**config.mk**
```make
export PLATFORM = sky130hd
export DESIGN_NAME = crc16_frame_checker_unit
export DESIGN_NICKNAME = d
export VERILOG_FILES = /design/src/rtl/crc16fc_pkg.sv /design/src/rtl/crc16_frame_checker_unit.sv
export SDC_FILE = /design/constraint.sdc
export NUM_CORES = 1
export LEC_CHECK = 0
export BUFFER_PORTS_ARGS = -buffer_cell sky130_fd_sc_hd__buf_2
export CORE_ASPECT_RATIO = 0.8
export CORE_UTILIZATION = 53
export CTS_CLUSTER_SIZE = 8
export DETAILED_ROUTE_END_ITERATION = 8
export PLACE_DENSITY = 0.71
export SLEW_MARGIN = 0
export SYNTH_ARGS = -nofsm -noshare
export SYNTH_HDL_FRONTEND = slang
export SYNTH_SLANG_ARGS = --single-unit
```
**constraint.sdc**
```tcl
create_clock -name i_clk -period 2.1 [get_ports i_clk]
set_input_delay 0.315 -clock i_clk [delete_from_list [all_inputs] [get_ports i_clk]]
set_output_delay 0.315 -clock i_clk [all_outputs]
set_load 0.03 [all_outputs]
```
**src/rtl/crc16fc_pkg.sv**
```systemverilog
// ============================================================================
// crc16fc_pkg
// Constants, status codes and the CRC-16/MODBUS byte update for the frame
// checker.
// ============================================================================
package crc16fc_pkg;

    localparam int BUFFER_BYTES = 64;
    localparam int CNT_W        = $clog2(BUFFER_BYTES + 1);
    localparam int LEN_CMP_W    = 9;    // wide enough for L + 4 and the count

    localparam logic [7:0]  HDR_BYTE       = 8'hF5;
    localparam logic [15:0] CRC_POLY       = 16'hA001;
    localparam logic [15:0] CRC_INIT       = 16'hFFFF;
    localparam int          MIN_FRAME      = 5;
    localparam int          FRAME_OVERHEAD = 4;

    localparam logic [CNT_W-1:0] CNT_MAX = CNT_W'(BUFFER_BYTES);

    // byte positions inside the frame
    localparam logic [CNT_W-1:0] POS_HDR    = CNT_W'(0);
    localparam logic [CNT_W-1:0] POS_CRC_HI = CNT_W'(1);
    localparam logic [CNT_W-1:0] POS_CRC_LO = CNT_W'(2);
    localparam logic [CNT_W-1:0] POS_LEN    = CNT_W'(3);

    localparam logic [2:0] ST_OK       = 3'd0;
    localparam logic [2:0] ST_BAD_HDR  = 3'd1;
    localparam logic [2:0] ST_SHORT    = 3'd2;
    localparam logic [2:0] ST_LEN_MISM = 3'd3;
    localparam logic [2:0] ST_CRC_MISM = 3'd4;

    localparam logic OP_BYTE = 1'b0;
    localparam logic OP_IDLE = 1'b1;

    function automatic logic [15:0] crc16_byte(input logic [15:0] crc_in,
                                               input logic [7:0]  data);
        logic [15:0] crc;
        crc = crc_in ^ {8'h00, data};
        for (int k = 0; k < 8; k++) begin
            if (crc[0]) begin
                crc = (crc >> 1) ^ CRC_POLY;
            end else begin
                crc = crc >> 1;
            end
        end
        return crc;
    endfunction

endpackage

```
**src/rtl/crc16_frame_checker_unit.sv**
```systemverilog
// ============================================================================
// crc16_frame_checker_unit
// Checks framed bytes against header, length and CRC-16/MODBUS on line idle.
// ============================================================================
// Usage:
//   Slave stream s_axis carries one beat per received byte (s_axis_tuser = 0,
//   byte in s_axis_tdata[7:0]) or a line-idle beat (s_axis_tuser = 1) that
//   closes the frame. Frame layout: 0xF5, CRC high, CRC low, length L, then
//   L payload bytes; the CRC covers the payload only.
//   Master stream m_axis carries one result beat per idle beat: ok flag,
//   status code and the byte count (saturated at the buffer size).
//   Bytes past the buffer size are dropped and left out of the CRC.
// Timing:
//   One beat per cycle is accepted while s_axis_tready is high. A beat is
//   captured in the input register and processed from there, payload bytes
//   by the byte-wide CRC; m_axis_tvalid rises once an idle result is registered.
// Reset:
//   Synchronous, active low; clears the valid flags of both stages and the frame state.
// Stalls:
//   Byte beats never wait on m_axis. An idle beat waits in the input register
//   while a result is still pending on a stalled m_axis, and s_axis_tready
//   drops only then.
// ============================================================================
module crc16_frame_checker_unit
    import crc16fc_pkg::*;
(
    input  logic        i_clk,
    input  logic        i_rst_n,
    input  logic        s_axis_tvalid,
    output logic        s_axis_tready,
    input  logic [7:0]  s_axis_tdata,   // [7:0] rx_byte
    input  logic        s_axis_tuser,   // [0] op
    output logic        m_axis_tvalid,
    input  logic        m_axis_tready,
    output logic [15:0] m_axis_tdata    // [0] frame_ok, [3:1] frame_status,
                                        // [10:4] frame_bytes, [15:11] zero
);

    // input register
    logic       r_in_valid;
    logic       r_in_op;
    logic [7:0] r_in_byte;

    // frame state
    logic [CNT_W-1:0] r_count,    n_count;
    logic             r_hdr_seen, n_hdr_seen;
    logic [15:0]      r_exp_crc,  n_exp_crc;
    logic [7:0]       r_decl_len, n_decl_len;
    logic [15:0]      r_crc,      n_crc;

    // result register
    logic       r_out_valid;
    logic       r_out_ok;
    logic [2:0] r_out_status;
    logic [6:0] r_out_bytes;

    logic                 out_free;
    logic                 advance;
    logic                 in_take;
    logic [2:0]           status;
    logic [LEN_CMP_W-1:0] len_total;
    logic [LEN_CMP_W-1:0] cnt_ext;

    assign out_free      = !r_out_valid || m_axis_tready;
    assign advance       = r_in_valid && (r_in_op == OP_BYTE || out_free);
    assign s_axis_tready = !r_in_valid || advance;
    assign in_take       = s_axis_tvalid && s_axis_tready;

    assign len_total = LEN_CMP_W'(r_decl_len) + LEN_CMP_W'(FRAME_OVERHEAD);
    assign cnt_ext   = LEN_CMP_W'(r_count);

    always_comb begin
        if (!r_hdr_seen) begin
            status = ST_BAD_HDR;
        end else if (cnt_ext < LEN_CMP_W'(MIN_FRAME)) begin
            status = ST_SHORT;
        end else if (cnt_ext != len_total) begin
            status = ST_LEN_MISM;
        end else if (r_exp_crc != r_crc) begin
            status = ST_CRC_MISM;
        end else begin
            status = ST_OK;
        end
    end

    always_comb begin
        n_count    = r_count;
        n_hdr_seen = r_hdr_seen;
        n_exp_crc  = r_exp_crc;
        n_decl_len = r_decl_len;
        n_crc      = r_crc;
        if (advance) begin
            if (r_in_op == OP_IDLE) begin
                // close the frame and start over
                n_count    = '0;
                n_hdr_seen = 1'b0;
                n_exp_crc  = '0;
                n_decl_len = '0;
                n_crc      = CRC_INIT;
            end else if (r_count < CNT_MAX) begin
                case (r_count)
                    POS_HDR:    n_hdr_seen = (r_in_byte == HDR_BYTE);
                    POS_CRC_HI: n_exp_crc  = {r_in_byte, r_exp_crc[7:0]};
                    POS_CRC_LO: n_exp_crc  = {r_exp_crc[15:8], r_in_byte};
                    POS_LEN:    n_decl_len = r_in_byte;
                    default:    n_crc      = crc16_byte(r_crc, r_in_byte);
                endcase
                n_count = r_count + CNT_W'(1);
            end
        end
    end

    always_ff @(posedge i_clk) begin
        if (!i_rst_n) begin
            r_in_valid  <= 1'b0;
            r_out_valid <= 1'b0;
            r_count     <= '0;
            r_hdr_seen  <= 1'b0;
            r_exp_crc   <= '0;
            r_decl_len  <= '0;
            r_crc       <= CRC_INIT;
        end else begin
            if (in_take) begin
                r_in_valid <= 1'b1;
            end else if (advance) begin
                r_in_valid <= 1'b0;
            end
            if (advance && r_in_op == OP_IDLE) begin
                r_out_valid <= 1'b1;
            end else if (m_axis_tready) begin
                r_out_valid <= 1'b0;
            end
            r_count    <= n_count;
            r_hdr_seen <= n_hdr_seen;
            r_exp_crc  <= n_exp_crc;
            r_decl_len <= n_decl_len;
            r_crc      <= n_crc;
        end
    end

    // payload registers
    always_ff @(posedge i_clk) begin
        if (in_take) begin
            r_in_op   <= s_axis_tuser;
            r_in_byte <= s_axis_tdata;
        end
        if (advance && r_in_op == OP_IDLE) begin
            r_out_ok     <= (status == ST_OK);
            r_out_status <= status;
            r_out_bytes  <= r_count[6:0];
        end
    end

    assign m_axis_tvalid = r_out_valid;
    assign m_axis_tdata  = {5'b0, r_out_bytes, r_out_status, r_out_ok};

`ifndef SYNTHESIS
    a_cnt_bounded: assert property (@(posedge i_clk) disable iff (!i_rst_n)
        r_count <= CNT_MAX)
        else $error("byte count above buffer size");

    a_ok_matches_status: assert property (@(posedge i_clk) disable iff (!i_rst_n)
        r_out_valid |-> (r_out_ok == (r_out_status == ST_OK)))
        else $error("ok flag disagrees with status");

    a_idle_clears: assert property (@(posedge i_clk) disable iff (!i_rst_n)
        (advance && r_in_op == OP_IDLE) |=> (r_count == '0 && r_crc == CRC_INIT))
        else $error("frame state not cleared after idle");

    a_no_overwrite: assert property (@(posedge i_clk) disable iff (!i_rst_n)
        (r_out_valid && !m_axis_tready) |=> (r_out_valid && $stable(r_out_status)
            && $stable(r_out_bytes)))
        else $error("pending result overwritten");
`endif

endmodule
```
==> results.yml <==
status:
  status: "finished, final reports clean"
critical_path:
  critical_path.cell_chain: "inv_2 -> ha_4 -> buf_4 -> nand2b_1 -> o41a_1 -> or3_1 -> a21oi_1"
  crit_path_start: "r_count[0]"
  required_ps: 2380
  crit_type: "reg2reg"
  worstPathMaxFanout: 6
  slowest_delay_ps: 520
  slowest_stage: "o41a_1"
  crit_buf_inv: 2
  crit_cells: 7
  end_kind: "register"
  r2r_cells: 7
  worstSetupStartpointType: "register"
  r2r_start: "r_count[0]"
  crit_family: "compound AO/OA/AOI/OAI gates"
  crit_arrival_ps: 2320
sta:
  maxSlewViolCount: 0
  fmax_mhz: 490.1
  period_minus_slack_ps: 2041
  timing.final.crit_share: 0.9717
  slew_headroom: 0.6370
  worstMarginPinSlew_ps: 539.6
  fin_worst_skew_ps: 8.260
  setup_viol: 0
  hold_viol_final: 0
detailed_routing:
  num_vias: 2709
  via_per_inst: 5.667
  routed_wl_um: 7936
  drtAntennaViolNets: 0
  drc: 0
  avgRoutedWirePerCell_um: 16.60
  dr.pass1.iters: 4
  drt_iter0_markers: 163
layout:
  finish.net_count: 410
  num-fill-cells: 489
  fin_cells: 478
  area_delta_synth_final_pct: 17.33
  insertedDiodeCount: 0
  final_core_util: 0.6573
  drive_gt1_frac: 0.2343
synthesis:
  synth_top_flop_cell: "dfxtp_1"
  synth_edf_count: 20
  synth.ff_latch_count: 70
  ys_top_cells_by_count: "dfxtp_1, xnor2_1, nand2_1"
  synth_cells: 346
  netlist_area_mm2: 0.003364
  ys_seq_area_frac: 0.4760
  ys_types: 52
  async_reset_ff_frac: 0
  yosysTopAreaCell: "dfxtp_1"
  synth_top_cell_area_share: 0.2975
  netlist_top_cells_area: "dfxtp_1, edfxtp_1, xnor2_1"
  synth.most_common_cell: "dfxtp_1"
  synth_warnings: 0
  syn_area_per_cell_um2: 9.724
pwr:
  p_total_mw: 2.623
  vdd_ir_drop_max_mv: 0.3885
  leakagePower_nw: 1.448
  p_per_area_mw_per_mm2: 664.6
clock_network:
  cts.clk_slew.worst_paths_ps: 70
  cts_tree: "done"
  cts-root-buf: "clkbuf_8"
  cts_setup_buffers: 0
  numCtsBuffers: 9
  holdBufCountCts: 0
  clock_sink_count: 70
  ctsLongestPathBuffers: 2
  clock_latency_ps: 350
  htree_num_levels: 3
die:
  initial_core_util: 0.5602
  fp.dieW_um: 91.08
  die_y_um: 73.27
  placementRows: 25
  ios: 31
  core_region_area_mm2: 0.006006
  die_area_mm2: 0.006673
placement:
  place_congestion: 0.8742
  portBuffers: 25
  dp_hpwl_um: 5570
  dp_cells: 461
worst_hold_path:
  hp-class: "in2reg"
  hp-start: "s_axis_tdata[0]"
  min_path_cells: 1
global_routing:
  grt_remaining_overflow: 0
  met3_usage: 0.06832
  grt_use_met1: 0.3399
  grt.busiest_layer: "met2"
  grt_pass1_wl_um: 12300
  track_usage: 0.2445
  grt_antenna_before_repair: 0
  grt_max_degree: 27
  use_met2: 0.3636
  grt_pass1_vias: 2435
flow_run:
  max_cap_violations: 0
[logic make-up after synthesis]
kind of cell / after synthesis / synth area share
multiplexers: 2 / 0.005950
flip-flops: 70 / 0.4760
XOR/XNOR: 50 / 0.1346
adder cells (fa/ha/maj): 5 / 0.01859
other: 1 / 0.001115
AND/OR/NAND/NOR: 137 / 0.2235
AO/OA/AOI/OAI: 53 / 0.09892
buffers and inverters: 28 / 0.04128
[layout by cell type, fill, tap and decap left out, drive strengths merged, types with 2 or more instances in the layout]
| cell | instances |
|---|---|
| a21oi | 27 |
| a31oi | 2 |
| and2 | 2 |
| and3 | 3 |
| buf | 51 |
| clkbuf | 11 |
| clkinv | 4 |
| clkinvlp | 2 |
| conb | 5 |
| dfxtp | 50 |
| edfxtp | 20 |
| ha | 5 |
| inv | 6 |
| mux2i | 2 |
| nand2 | 36 |
| nand2b | 11 |
| nand3 | 14 |
| nand4 | 9 |
| nor2 | 13 |
| nor3 | 5 |
| nor4 | 6 |
| nor4b | 2 |
| o21ai | 5 |
| o22ai | 10 |
| o311a | 2 |
| o41a | 2 |
| or2 | 9 |
| or3 | 17 |
| or4 | 3 |
| xnor2 | 38 |
| xor2 | 11 |
[routing by layer]
layer | share of wire | up-vias
met5 | 0 | -
met4 | 0.014 | 0
met3 | 0.071 | 13
met2 | 0.45 | 116
met1 | 0.47 | 1270
li1 | - | 1310
[layout make-up]
| cell class | count | area, um2 | area share |
|---|---|---|---|
| Tap cell | 81 | 101.3 | 0.02567 |
| Clock inverter | 5 | 27.53 | 0.006973 |
| Inverter | 7 | 26.28 | 0.006656 |
| Timing Repair Buffer | 51 | 320.3 | 0.08114 |
| Sequential cell | 70 | 1609 | 0.4076 |
| Clock buffer | 11 | 131.4 | 0.03328 |
| Multi-Input combinational cell | 253 | 1732 | 0.4387 |
[per-stage QoR]
stage / hold slack (ps) / area, um2 / setup TNS, ps / setup WS [ps]
2_1_floorplan: 406.4 / 3391 / 0 / 4.375
3_3_place_gp: 451.1 / 3700 / 0 / 69.40
3_5_place_dp: 459.6 / 3700 / 0 / 25.56
4_1_cts: 119.9 / 3861 / 0 / 14.45
5_1_grt: 118.0 / 3948 / -9.752 / -9.752
6_report: 136.0 / 3948 / 0 / 59.48
[sequential cells by signal, summed over array words and instances, names as in the netlist, 3 cells and up]
| signal | cells |
|---|---|
| r_in_byte | 8 |
| r_decl_len | 8 |
| r_crc | 16 |
| r_exp_crc | 16 |
| r_count | 7 |
| r_out_bytes | 7 |
| r_out_status | 3 |
[path summary, 6_finish.rpt]
kind	to	slack [ps]
max	r_exp_crc[9]	60
max reg2reg	r_exp_crc[9]	60
min reg2reg	r_exp_crc[2]	470
min	r_in_byte[0]	140
[what timing repair did]
| action | CTS | global route |
|---|---|---|
| pin swaps | 1 | 5 |
| endpoints found under the setup margin | 1 | 11 |
| cloned | 0 | 1 |
| gates resized for setup | 1 | 14 |
[where the power goes]
part	total [mW]	switching [mW]	internal, mW	leakage, nW
sequential	1.44	0.0244	1.41	0.598
combinational	0.269	0.157	0.111	0.776
clock	0.919	0.500	0.419	0.0744
(Power assumes the default switching activity.)
